--- src/hdl/dtbed_pkg.sv ---
package dtbed_pkg;

	localparam int STAGES    = 4;
	localparam int FILTERS   = 2;
	localparam int WINDOW    = 32;
	localparam int FRAC_BITS = 12;

	localparam int DW      = 32;
	localparam int MCW     = $clog2(DW);
	localparam int SEC_TOT = STAGES * FILTERS;
	localparam int SW      = (STAGES > 1) ? $clog2(STAGES) : 1;
	localparam int FW      = (FILTERS > 1) ? $clog2(FILTERS) : 1;
	localparam int PW      = $clog2(WINDOW);
	localparam int RAM_D   = FILTERS * WINDOW;
	localparam int AW      = $clog2(RAM_D);

	localparam int SAMPLE_W = 12;
	localparam int ENV_W    = 31;
	localparam int IN_W     = 16;
	localparam int OUT_W    = 64;

	localparam logic [ENV_W-1:0] THR_RESET = ENV_W'(1024);

	typedef enum logic [1:0] {
		COEF_A1,
		COEF_A2,
		COEF_GAIN
	} coef_sel_t;

	// Magnitudes scaled by 2^16: |a1|, a2, gain for two filters of four sections.
	localparam logic [16:0] COEF_Q16 [2][4][3] = '{
		'{ '{17'd121191, 17'd65163, 17'd479}, '{17'd121854, 17'd65175, 17'd479},
		   '{17'd120908, 17'd64647, 17'd477}, '{17'd121188, 17'd64660, 17'd477} },
		'{ '{17'd116508, 17'd65080, 17'd585}, '{17'd117483, 17'd65095, 17'd585},
		   '{17'd116234, 17'd64452, 17'd582}, '{17'd116644, 17'd64466, 17'd582} }
	};

	function automatic logic [DW-1:0] coef_word(input logic row, input logic [1:0] ent,
			input coef_sel_t sel);
		logic [16:0]   q;
		logic [DW-1:0] v;
		unique case (sel)
			COEF_A1:   q = COEF_Q16[row][ent][0];
			COEF_A2:   q = COEF_Q16[row][ent][1];
			COEF_GAIN: q = COEF_Q16[row][ent][2];
			default:   q = '0;
		endcase
		v = DW'(q) >> (16 - FRAC_BITS);
		if (sel == COEF_A1) begin
			v = DW'(0) - v;
		end
		return v;
	endfunction

	function automatic logic [DW-1:0] asr(input logic [DW-1:0] v);
		return DW'($signed(v) >>> FRAC_BITS);
	endfunction

endpackage

--- src/hdl/dual_tone_biquad_envelope_detector_top.sv ---
// Dual-tone detector: each 12-bit sample runs through two bandpass filters of four
// biquad sections, and each filter's largest output over the last 32 samples,
// floored at zero, is reported with a flag that says whether it exceeds the
// threshold. Each section runs a start step and then three bit-serial multiplies on
// the single shared multiplier. Each filter then hands off its result, writes it into
// the window, and scans its window one RAM entry per cycle. A new item is taken once
// the previous result has moved to the output register, and a stalled output holds
// back the next item.
module dual_tone_biquad_envelope_detector_top
	import dtbed_pkg::*;
(
	input  logic             clk,
	input  logic             arst_n,
	input  logic             s_tvalid,
	output logic             s_tready,
	input  logic [IN_W-1:0]  s_tdata,   // sample[11:0], zero fill above
	output logic             m_tvalid,
	input  logic             m_tready,
	output logic [OUT_W-1:0] m_tdata,   // tone_low_present, tone_high_present,
	                                    // envelope_low[30:0], envelope_high[30:0]
	input  logic             cfg_we,
	input  logic [ENV_W-1:0] cfg_wdata
);

	typedef enum logic [2:0] {
		ST_IDLE,
		ST_FILT,
		ST_WRITE,
		ST_SCAN,
		ST_OUT
	} state_t;

	state_t              state_q;
	logic [ENV_W-1:0]    thr_q;
	logic [DW-1:0]       x_q, y_q;
	logic [FW-1:0]       f_q;
	logic [PW-1:0]       ptr_q;
	logic [PW:0]         scan_q;
	logic [PW-1:0]       rd_idx_s1;
	logic                rd_vld_s1;
	logic [WINDOW-1:0]   wvld_q;
	logic signed [DW-1:0] best_q;
	logic [ENV_W-1:0]    env_q [FILTERS];
	logic                start_q;
	logic                m_tvalid_q;
	logic [OUT_W-1:0]    m_tdata_q;

	logic                bq_done;
	logic [DW-1:0]       bq_y;
	logic                ram_we;
	logic [AW-1:0]       base, waddr, raddr;
	logic [DW-1:0]       rdata;
	logic signed [DW-1:0] best_nx;
	logic [ENV_W-1:0]    env_lo, env_hi;

	dtbed_biquad u_biquad (
		.clk    (clk),
		.arst_n (arst_n),
		.start  (start_q),
		.x_in   (x_q),
		.done   (bq_done),
		.y      (bq_y)
	);

	assign base   = AW'(f_q) * AW'(WINDOW);
	assign waddr  = base + AW'(ptr_q);
	assign raddr  = base + AW'(scan_q[PW-1:0]);
	assign ram_we = (state_q == ST_WRITE);

	dtbed_ram #(
		.WIDTH (DW),
		.DEPTH (RAM_D)
	) u_ram (
		.clk   (clk),
		.we    (ram_we),
		.waddr (waddr),
		.wdata (y_q),
		.raddr (raddr),
		.rdata (rdata)
	);

	// Slots never written since reset count as zero, which the zero floor absorbs.
	always_comb begin
		best_nx = best_q;
		if (rd_vld_s1 && wvld_q[rd_idx_s1] && ($signed(rdata) > best_q)) begin
			best_nx = $signed(rdata);
		end
	end

	assign env_lo = env_q[0];
	generate
		if (FILTERS > 1) begin : g_hi
			assign env_hi = env_q[1];
		end else begin : g_no_hi
			assign env_hi = '0;
		end
	endgenerate

	always_ff @(posedge clk or negedge arst_n) begin
		if (!arst_n) begin
			thr_q <= THR_RESET;
		end else if (cfg_we) begin
			thr_q <= cfg_wdata;
		end
	end

	always_ff @(posedge clk or negedge arst_n) begin
		if (!arst_n) begin
			state_q    <= ST_IDLE;
			x_q        <= '0;
			y_q        <= '0;
			f_q        <= '0;
			ptr_q      <= '0;
			scan_q     <= '0;
			rd_idx_s1  <= '0;
			rd_vld_s1  <= 1'b0;
			wvld_q     <= '0;
			best_q     <= '0;
			start_q    <= 1'b0;
			m_tvalid_q <= 1'b0;
			m_tdata_q  <= '0;
			for (int i = 0; i < FILTERS; i++) begin
				env_q[i] <= '0;
			end
		end else begin
			start_q <= 1'b0;
			if (m_tvalid_q && m_tready) begin
				m_tvalid_q <= 1'b0;
			end
			unique case (state_q)
				ST_IDLE: begin
					if (s_tvalid) begin
						x_q     <= DW'(s_tdata[SAMPLE_W-1:0]);
						f_q     <= '0;
						start_q <= 1'b1;
						state_q <= ST_FILT;
					end
				end
				ST_FILT: begin
					if (bq_done) begin
						y_q     <= bq_y;
						state_q <= ST_WRITE;
					end
				end
				ST_WRITE: begin
					wvld_q[ptr_q] <= 1'b1;
					scan_q        <= '0;
					rd_vld_s1     <= 1'b0;
					best_q        <= '0;
					state_q       <= ST_SCAN;
				end
				ST_SCAN: begin
					rd_vld_s1 <= (scan_q < (PW+1)'(WINDOW));
					rd_idx_s1 <= scan_q[PW-1:0];
					if (scan_q < (PW+1)'(WINDOW)) begin
						scan_q <= scan_q + 1'b1;
					end
					best_q <= best_nx;
					if (rd_vld_s1 && rd_idx_s1 == PW'(WINDOW - 1)) begin
						env_q[f_q] <= best_nx[ENV_W-1:0];
						if (f_q == FW'(FILTERS - 1)) begin
							ptr_q   <= (ptr_q == PW'(WINDOW - 1)) ? '0 : ptr_q + 1'b1;
							state_q <= ST_OUT;
						end else begin
							f_q     <= f_q + 1'b1;
							start_q <= 1'b1;
							state_q <= ST_FILT;
						end
					end
				end
				ST_OUT: begin
					if (!m_tvalid_q || m_tready) begin
						m_tvalid_q <= 1'b1;
						m_tdata_q  <= {env_hi, env_lo,
							(FILTERS > 1) && (env_hi > thr_q), env_lo > thr_q};
						state_q    <= ST_IDLE;
					end
				end
				default: begin
					state_q <= ST_IDLE;
				end
			endcase
		end
	end

	assign s_tready = (state_q == ST_IDLE);
	assign m_tvalid = m_tvalid_q;
	assign m_tdata  = m_tdata_q;

`ifndef SYNTHESIS
	a_done_in_filt: assert property (@(posedge clk) disable iff (!arst_n)
		bq_done |-> state_q == ST_FILT)
		else $error("filter result arrived outside the filter phase");

	a_ptr_range: assert property (@(posedge clk) disable iff (!arst_n)
		ptr_q <= PW'(WINDOW - 1))
		else $error("window pointer beyond the window");

	a_accept_starts: assert property (@(posedge clk) disable iff (!arst_n)
		s_tvalid && s_tready |=> start_q && state_q == ST_FILT)
		else $error("accepted item did not start the filters");
`endif

endmodule

--- src/hdl/dtbed_ram.sv ---
module dtbed_ram #(
	parameter int WIDTH = 32,
	parameter int DEPTH = 64
) (
	input  logic                     clk,
	input  logic                     we,
	input  logic [$clog2(DEPTH)-1:0] waddr,
	input  logic [WIDTH-1:0]         wdata,
	input  logic [$clog2(DEPTH)-1:0] raddr,
	output logic [WIDTH-1:0]         rdata
);

	logic [WIDTH-1:0] mem_q [DEPTH];

	always_ff @(posedge clk) begin
		if (we) begin
			mem_q[waddr] <= wdata;
		end
		rdata <= mem_q[raddr];
	end

endmodule

--- src/hdl/dtbed_smul.sv ---
module dtbed_smul
	import dtbed_pkg::*;
(
	input  logic          clk,
	input  logic          arst_n,
	input  logic          go,
	input  logic [DW-1:0] a,
	input  logic [DW-1:0] b,
	output logic          done,
	output logic [DW-1:0] prod
);

	logic [DW-1:0]  a_q, b_q, p_q;
	logic [MCW-1:0] cnt_q;
	logic           busy_q, done_q;

	// One multiplier bit per cycle; the product wraps at the word width.
	always_ff @(posedge clk or negedge arst_n) begin
		if (!arst_n) begin
			a_q    <= '0;
			b_q    <= '0;
			p_q    <= '0;
			cnt_q  <= '0;
			busy_q <= 1'b0;
			done_q <= 1'b0;
		end else begin
			done_q <= 1'b0;
			if (go) begin
				a_q    <= a;
				b_q    <= b;
				p_q    <= '0;
				cnt_q  <= '0;
				busy_q <= 1'b1;
			end else if (busy_q) begin
				if (b_q[0]) begin
					p_q <= p_q + a_q;
				end
				a_q   <= {a_q[DW-2:0], 1'b0};
				b_q   <= {1'b0, b_q[DW-1:1]};
				cnt_q <= cnt_q + 1'b1;
				if (cnt_q == MCW'(DW - 1)) begin
					busy_q <= 1'b0;
					done_q <= 1'b1;
				end
			end
		end
	end

	assign done = done_q;
	assign prod = p_q;

endmodule

--- src/hdl/dtbed_biquad.sv ---
module dtbed_biquad
	import dtbed_pkg::*;
(
	input  logic          clk,
	input  logic          arst_n,
	input  logic          start,
	input  logic [DW-1:0] x_in,
	output logic          done,
	output logic [DW-1:0] y
);

	typedef enum logic [2:0] {
		BQ_IDLE,
		BQ_L0,
		BQ_M0,
		BQ_M1,
		BQ_M2
	} bq_state_t;

	bq_state_t     state_q;
	logic [DW-1:0] x_q, sum_q, w_q, y_q;
	logic [SW-1:0] s_q;
	logic [FW-1:0] f_q;
	logic          done_q;

	// Delay words of all sections as a rotating line; the head is the active section.
	logic [DW-1:0] dl0_q [SEC_TOT];
	logic [DW-1:0] dl1_q [SEC_TOT];

	logic          mul_go, mul_done;
	logic [DW-1:0] mul_a, mul_b, prod;
	logic [3:0]    s_ext, f_ext;
	logic [DW-1:0] c_a1, c_a2, c_gain, w_val, t_val;

	assign s_ext  = 4'(s_q);
	assign f_ext  = 4'(f_q);
	assign c_a1   = coef_word(f_ext[0], s_ext[1:0], COEF_A1);
	assign c_a2   = coef_word(f_ext[0], s_ext[1:0], COEF_A2);
	assign c_gain = coef_word(f_ext[0], s_ext[1:0], COEF_GAIN);
	assign w_val  = asr(sum_q - prod);
	assign t_val  = asr((w_val - dl1_q[0]) << FRAC_BITS);

	always_comb begin
		mul_go = 1'b0;
		mul_a  = dl0_q[0];
		mul_b  = c_a1;
		case (state_q)
			BQ_L0: begin
				mul_go = 1'b1;
			end
			BQ_M0: begin
				mul_go = mul_done;
				mul_a  = dl1_q[0];
				mul_b  = c_a2;
			end
			BQ_M1: begin
				mul_go = mul_done;
				mul_a  = t_val;
				mul_b  = c_gain;
			end
			default: begin
				mul_go = 1'b0;
			end
		endcase
	end

	dtbed_smul u_smul (
		.clk    (clk),
		.arst_n (arst_n),
		.go     (mul_go),
		.a      (mul_a),
		.b      (mul_b),
		.done   (mul_done),
		.prod   (prod)
	);

	always_ff @(posedge clk or negedge arst_n) begin
		if (!arst_n) begin
			state_q <= BQ_IDLE;
			x_q     <= '0;
			sum_q   <= '0;
			w_q     <= '0;
			y_q     <= '0;
			s_q     <= '0;
			f_q     <= '0;
			done_q  <= 1'b0;
			for (int i = 0; i < SEC_TOT; i++) begin
				dl0_q[i] <= '0;
				dl1_q[i] <= '0;
			end
		end else begin
			done_q <= 1'b0;
			unique case (state_q)
				BQ_IDLE: begin
					if (start) begin
						x_q     <= x_in;
						state_q <= BQ_L0;
					end
				end
				BQ_L0: begin
					state_q <= BQ_M0;
				end
				BQ_M0: begin
					if (mul_done) begin
						sum_q   <= (x_q << FRAC_BITS) - prod;
						state_q <= BQ_M1;
					end
				end
				BQ_M1: begin
					if (mul_done) begin
						w_q     <= w_val;
						state_q <= BQ_M2;
					end
				end
				BQ_M2: begin
					if (mul_done) begin
						for (int i = 0; i < SEC_TOT - 1; i++) begin
							dl0_q[i] <= dl0_q[i+1];
							dl1_q[i] <= dl1_q[i+1];
						end
						dl0_q[SEC_TOT-1] <= w_q;
						dl1_q[SEC_TOT-1] <= dl0_q[0];
						if (s_q == SW'(STAGES - 1)) begin
							s_q     <= '0;
							f_q     <= (f_q == FW'(FILTERS - 1)) ? '0 : f_q + 1'b1;
							y_q     <= asr(prod);
							done_q  <= 1'b1;
							state_q <= BQ_IDLE;
						end else begin
							s_q     <= s_q + 1'b1;
							x_q     <= asr(prod);
							state_q <= BQ_L0;
						end
					end
				end
				default: begin
					state_q <= BQ_IDLE;
				end
			endcase
		end
	end

	assign done = done_q;
	assign y    = y_q;

endmodule
--- config.mk ---
export PLATFORM = sky130hd
export DESIGN_NAME = dual_tone_biquad_envelope_detector_top
export DESIGN_NICKNAME = d
export VERILOG_FILES = /design/src/hdl/dtbed_pkg.sv /design/src/hdl/dual_tone_biquad_envelope_detector_top.sv /design/src/hdl/dtbed_ram.sv /design/src/hdl/dtbed_smul.sv /design/src/hdl/dtbed_biquad.sv
export SDC_FILE = /design/constraint.sdc
export NUM_CORES = 2
export LEC_CHECK = 0
export BUFFER_PORTS_ARGS = -buffer_cell sky130_fd_sc_hd__clkbuf_2
export CAP_MARGIN = 25
export CORE_ASPECT_RATIO = 0.8
export CORE_MARGIN = 5
export CORE_UTILIZATION = 35
export DETAILED_ROUTE_END_ITERATION = 7
export PLACE_DENSITY = 0.49
export SYNTH_ARGS = -nofsm -noshare
export SYNTH_HDL_FRONTEND = slang
export SYNTH_SLANG_ARGS = --single-unit
--- constraint.sdc ---
create_clock -name clk -period 4.9 [get_ports clk]
set_input_delay 0.245 -clock clk [delete_from_list [all_inputs] [get_ports clk]]
set_output_delay 0.245 -clock clk [all_outputs]
set_load 0.02 [all_outputs]
=== Word-level counts from Yosys, hierarchy flattened ===
Memories as Yosys holds them, arrays and structs flattened. A register that Yosys moved wholly into a read port is not among the register bits.
Cells that the tools add are included.

* $lt $le $gt $ge: 11
* Add/sub/neg operators: 13
* Bitwise logic cells: 4
* Equal/unequal tests: 23
* Reduce and logical (&&, ||, !) cells: 32
* Muxes and demuxes: 71

{| class="wikitable"
|+ Operators by type and width
! operator !! number
|-
| 204-bit 2-to-1 mux || 2
|-
| 32-bit 2-to-1 mux || 8
|-
| 200-bit 2-to-1 mux || 1
|-
| 32-bit one-hot mux with 2 select lines || 3
|-
| 51-bit binary-select mux with 2-bit select || 1
|-
| 51-bit 2-to-1 mux || 2
|-
| 32-bit subtractor || 2
|-
| 62-bit bitwise mux || 1
|-
| 31-bit greater-than comparator || 2
|-
| 20-bit 2-to-1 mux || 3
|-
| 20-bit one-hot mux with 2 select lines || 1
|-
| 32-bit adder || 1
|-
| 32-bit greater-than comparator || 1
|-
| 32-bit bitwise OR || 1
|-
| 31-bit demux with 1-bit select || 1
|-
| 31-bit 2-to-1 mux || 1
|-
| 3-bit one-hot mux with 5 select lines || 2
|-
| 3-bit 2-to-1 mux || 9
|-
| 1-bit 2-to-1 mux || 24
|-
| 2-bit inequality test (second input constant) || 10
|-
| 2-bit AND reduction || 10
|-
| 20-bit subtractor || 1
|-
| 5-bit equality test (second input constant) || 3
|-
| 5-bit 2-to-1 mux || 3
|-
| 33 further kinds || 61
|}

* Input port bits: 52
* Memory bits (writable): 2048
* Output and inout bits: 66
* Register bits: 798
* Memories kept: 1

{| class="wikitable"
|+ Memory list
! name !! depth !! bits a word !! rd ports !! clocked after Yosys merged registers in !! write ports !! RTL line !! text
|-
| u_ram.mem_q || 64 || 32 || 1 || 1 || 1 || dtbed_ram.sv:13 || <nowiki>logic [WIDTH-1:0] mem_q [DEPTH];</nowiki>
|}

=== Longest topological paths before layout ===
* Word-level depth: 10
* Mapped depth: 22
* Gate-level depth less buffers: 21

=== Cells and area by module ===
A second synthesis with hierarchy kept.

* Cell total of the unflattened synthesis: 7429
* Area total of the unflattened synthesis: 117798.0 µm²

{| class="wikitable"
|+ Modules (own cells, without submodules)
! module !! instances !! area an instance (µm²) !! seq. area each (µm²) !! cells an instance
|-
| dtbed_ram || 1 || 78520.3 || 62139.6 || 3324
|-
| dtbed_biquad || 1 || 19686.4 || 10485.1 || 2249
|-
| dual_tone_biquad_envelope_detector_top || 1 || 13515.5 || 7208.2 || 1197
|-
| dtbed_smul || 1 || 6075.8 || 2577.5 || 659
|}

=== Worst setup path after synthesis ===
OpenSTA, ideal clock, no wires.

* Path type: flip-flop to flip-flop
* Start point: register u_biquad.u_smul.p_q[6] (netlist: u_biquad.u_smul.prod[6])
* End point: register u_biquad.u_smul.a_q[21]
* Data arrival time: 4.208 ns
* Stages on the path, launching flop included: 21
* Buffers on the path: 1
* Path slack: 0.548 ns
* Required time: 4.756 ns
* Cell sequence: dfrtp_1 > inv_1 > ha_1 > and3_1 > a221o_1 > a31oi_2 > a21oi_1 > or3_1 > nand2_1 > inv_1 > ha_1 > nor2b_1 > o31a_1 > o311a_1 > a211oi_2 > a311oi_2 > a221oi_2 > xnor2_1 > xnor2_2 > buf_6 > a21oi_2

* Word-level cells in the longest chain between the ends: 4

{| class="wikitable"
|+ RTL lines
! what !! RTL line !! text
|-
| from (decl) || dtbed_smul.sv:13 || <nowiki>logic [DW-1:0] a_q, b_q, p_q;</nowiki>
|-
| from (signal assigned) || dtbed_smul.sv:36 || <nowiki>p_q <= p_q + a_q;</nowiki>
|-
| 32-bit subtractor || dtbed_biquad.sv:40 || <nowiki>assign w_val = asr(sum_q - prod);</nowiki>
|-
| named net u_biquad.w_val[1] || dtbed_biquad.sv:33 || <nowiki>logic [DW-1:0] c_a1, c_a2, c_gain, w_val, t_val;</nowiki>
|-
| 20-bit subtractor || dtbed_biquad.sv:41 || <nowiki>assign t_val = asr((w_val - dl1_q[0]) << FRAC_BITS);</nowiki>
|-
| 32-bit one-hot mux with 2 select lines || dtbed_biquad.sv:47 || <nowiki>case (state_q)</nowiki>
|-
| 32-bit 2-to-1 mux || dtbed_smul.sv:28 || <nowiki>if (go) begin</nowiki>
|-
| to (signal assigned) || dtbed_smul.sv:38 || <nowiki>a_q <= {a_q[DW-2:0], 1'b0};</nowiki>
|-
| to (decl) || dtbed_smul.sv:13 ||
|}

The timed path passes the listed nets, and every way through them passes these cells.
A chain may end at the register's enable or synchronous reset.

=== Final worst setup path ===
* Start point: register u_biquad.u_smul.p_q[5] (netlist: u_biquad.u_smul.prod[5])
* End point: register u_biquad.u_smul.a_q[27]

The elaborated chain is that of the path after synthesis.

==> results by group <==
Outcome
  • Status: completed

Clock tree
  • Cts bufs inserted: 222
  • CTS root buf: clkbuf_16
  • CTS sink cnt: 2098
  • CTS clk-pin slew, worst paths: 0.06 ns
  • Depth of the CTS H-tree: 4
  • Clk buf depth: 4
  • CTS tree: done
  • Worst-Skew Late Latency: 0.89 ns

Logic synthesis
  • Most used DFF post-synth: edfxtp_1
  • YS warnings: 0
  • Synth unique cells: 90
  • Top cell type's share of synthesized area: 43.8%
  • Synth top cells by count: edfxtp_1, nand2_1, dfrtp_1
  • Number of synthesized register bits: 2098
  • Mapped cell area: 87800 µm²
  • Syn avg cell area: 14.8 µm²
  • Post-synth EDFFs: 1280
  • Seq/Total Area, Yosys: 67.0%
  • Ranking of synthesized cells by area: edfxtp_1, dfrtp_1, mux4_2
  • Syn_nets: 6202
  • Synth Instances: 5941
  • Most common cell in the synthesized netlist: edfxtp_1
  • Ys async rst share: 38.0%
  • Yosys top cell by area: edfxtp_1

Detailed routing
  • TritonRoute pass-1 iters: 5
  • Routed len/inst: 24.0 µm
  • WL met3: 11.6 mm
  • Routed WL: 235 mm
  • DRT antenna net count: 0
  • Iteration-0 DRC Markers: 4776
  • Metal2 WL: 101 mm
  • WL met1: 119 mm
  • Vias: 50700
  • Via density: 5.17
  • DRC viols: 0
  • Highest routed layer: met4

Power
  • Leakage: 36.1 nW
  • Max VDD drop: 285 µV
  • Pwr Density: 353 nW/µm²
  • Comb power frac: 1.2%
  • Clock power share: 47.0%
  • Internal: 28.7 mW
  • Sw Pwr: 7.32 mW
  • Sequential Power Share: 51.9%
  • Switch share: 20.3%

Global routing
  • Global route total overflow: 0
  • Total GRT Usage: 17.7%
  • Largest net degree at the start of global routing: 125
  • Initial antenna violation count: 10
  • Number of global-route vias before repair: 50700
  • First-pass GRT wire length: 348 mm

Layout
  • Post-Route Utilization: 40.9%
  • Area Growth Syn to Fin: 16.3%
  • Design Area, Final: 102000 µm²
  • Proportion of layout cells with a drive suffix above 1: 21.5%
  • Nets: 6561

Setup path
  • Worst Setup End Kind: flop
  • CP dominant cell by count: buf_4
  • Arr. time, crit path: 5.38 ns
  • R2R cell count: 23
  • Reg2Reg Setup Slack: 0.25 ns
  • Worst r2r src: u_biquad.u_smul.prod[5]
  • WP data required: 5.63 ns
  • CP Launch Type: flop
  • Critical Path Sink: u_biquad.u_smul.a_q[27]
  • Max FO, Critical Path: 6
  • Largest stage delay, worst path: 0.43 ns
  • CP Cell Sequence: inv_1, ha_1, a21o_1, a221o_1, a31oi_4, a311o_1, buf_4, a31oi_2, nor4_4, buf_4, xnor2_1, ha_1, inv_1, nand2_1, a211oi_2, a311oi_2, a221oi_2, buf_4, xnor2_2, xnor2_2, buf_4, clkbuf_16, a21oi_2
  • Delay-heaviest family, CP: compound AO/OA/AOI/OAI gates
  • Critical Path Stages: 23
  • Setup crit start: u_biquad.u_smul.prod[5]
  • Reg2reg end: u_biquad.u_smul.a_q[27]
  • CP Buf/Inv Count: 7
  • Setup CP Type: reg -> reg
  • CP max stage cell: nor4_4

Place
  • Final HPWL DP: 147 mm
  • Area after DPL: 93700 µm²
  • Routability Congestion: 0.809
  • IO Port Bufs: 113

Timing
  • Normalized max-slew margin: 26.7%
  • Fmax: 215 MHz
  • Hold slack final: 0.0726 ns
  • Final Setup Violations: 0
  • Hold Fails Final Rpt: 0
  • Clock Skews: 0.0600 ns
  • Slew @ Worst Pin: 1.07 ns
  • TNS Setup: 0 ns
  • Share of the clock period used by the worst path: 95.0%
  • Final Max Tran Viols: 0
  • Tmin final: 4.65 ns
  • RSZ-0062 raised after global routing: no

Floorplanning
  • Starting Density: 35.2%
  • Core area: 250000 µm²
  • Height of the die: 458 µm
  • Ports: 118
  • Area of the die: 261000 µm²
  • Num rows: 164
  • Die width: 570 µm

Hold path
  • Worst Hold Class: in -> reg

Flow run
  • Max Cap Violations: 0
metrics by stage:
| stage | power (mW) | setup WS [ns] | std cells |
|---|---|---|---|
| 5_1_grt | 37.3 | 0.0136 | 9802 |
| 3_5_place_dp | 19.4 | 0.175 | 9291 |
| 6_report | 36.0 | 0.247 | 9805 |
| 4_1_cts | 36.5 | 0.114 | 9793 |
| 2_1_floorplan | 19.1 | 0.548 | 5941 |
| 3_3_place_gp | 19.4 | 0.111 | 9289 |
worst min path at each step:
stage | slack, ns | depth (start not counted) | start | end
CTS | 0.005 | 3 | cfg_we | thr_q[30]
global placement | 0.45 | 2 | u_biquad.dl0_q[172] | u_biquad.dl0_q[204]
detailed placement | 0.45 | 2 | u_biquad.dl0_q[131] | u_biquad.dl0_q[163]
floorplan | -0.05 | 0 | arst_n | best_q[0]
finish | 0.07 | 3 | cfg_we | thr_q[30]
global route | 0.08 | 3 | cfg_we | thr_q[30]
sequential cells by signal (all words and copies together), names as in the netlist, 64 cells and up:
name / cells
u_ram.mem_q: 1280
u_biquad.dl1_q: 160
m_tdata: 64
u_biquad.dl0_q: 160
power by group through the flow:
stage | combinational, mW | sequential, mW | clock [mW]
6_report | 0.419 | 18.7 | 16.9
2_1_floorplan | 0.128 | 19.0 | 0
4_1_cts | 0.435 | 18.7 | 17.4
5_1_grt | 0.482 | 18.7 | 18.1
3_3_place_gp | 0.355 | 19.0 | 0
3_5_place_dp | 0.360 | 19.0 | 0
area by class of cell:
class,count,area (µm²)
Antenna cell,5,12.5
Clock buffer,297,6150
Clock inverter,107,1110
Fill cell,22800,148000
Inverter,152,571
Multi-Input combinational cell,3385,27500
Sequential cell,2098,58900
Tap cell,3320,4150
Timing Repair Buffer,441,3750
layer usage:
| metal | vias up | GRT usage [%] |
|---|---|---|
| met1 | 26600 | 28.4 |
| met2 | 1132 | 25.7 |
| li1 | 22800 | - |
| met4 | 0 | 2.91 |
| met5 | - | 0 |
| met3 | 239 | 2.67 |
logic make-up after synthesis:
family,count (synthesis),synth area share (%)
flops,2098,67.0
xor+xnor,93,0.945
mux,656,13.8
buf+inv,458,2.03
compound gates,744,5.37
simple gates,1683,7.86
fa+ha+maj,209,3.00
worst register-to-register path, cell delays in order, from the launching register on:
cell and delay (ns):
dfrtp_1 0.34, inv_1 0.06, ha_1 0.30, a21o_1 0.18
a221o_1 0.37, a31oi_4 0.26, a311o_1 0.23, buf_4 0.13
a31oi_2 0.13, nor4_4 0.43, buf_4 0.18, xnor2_1 0.17
ha_1 0.26, inv_1 0.09, nand2_1 0.08, a211oi_2 0.04
a311oi_2 0.28, a221oi_2 0.09, buf_4 0.18, xnor2_2 0.18
xnor2_2 0.13, buf_4 0.18, clkbuf_16 0.17, a21oi_2 0.05
what timing repair did:
action / 4_1_cts / 5_1_grt
setup buffers: 0 / 5
gates resized for setup: 0 / 20
setup endpoints to repair: 0 / 16
hold endpoints to repair: 146 / 0
hold buffers: 98 / 0
cells in the final DEF (no fill, tap or decap), types with 21 or more instances in the layout:
master and count:
o21bai_1 44, a21oi_1 133, clkbuf_1 48, clkinv_2 47, mux4_2 430, xor2_1 32, o311ai_1 24, clkinv_1 25
bufinv_16 21, a211oi_1 22, edfxtp_1 1280, dlygate4sd3_1 98, inv_1 150, o21a_1 28, o21ai_0 162, xnor2_1 52
dfrtp_2 22, buf_12 33, buf_4 194, clkbuf_2 112, ha_1 206, nand3_1 40, nor2_2 66, a21o_1 55
clkbuf_8 22, o21ai_1 116, a31oi_1 22, clkbuf_16 227, nor3_1 35, nand2b_1 23, nor2_1 108, nand2_1 1255
mux2_2 127, mux2i_1 91, dfrtp_1 770, nor2b_1 23, nand4_1 49
Power figures use the tool's default switching activity.
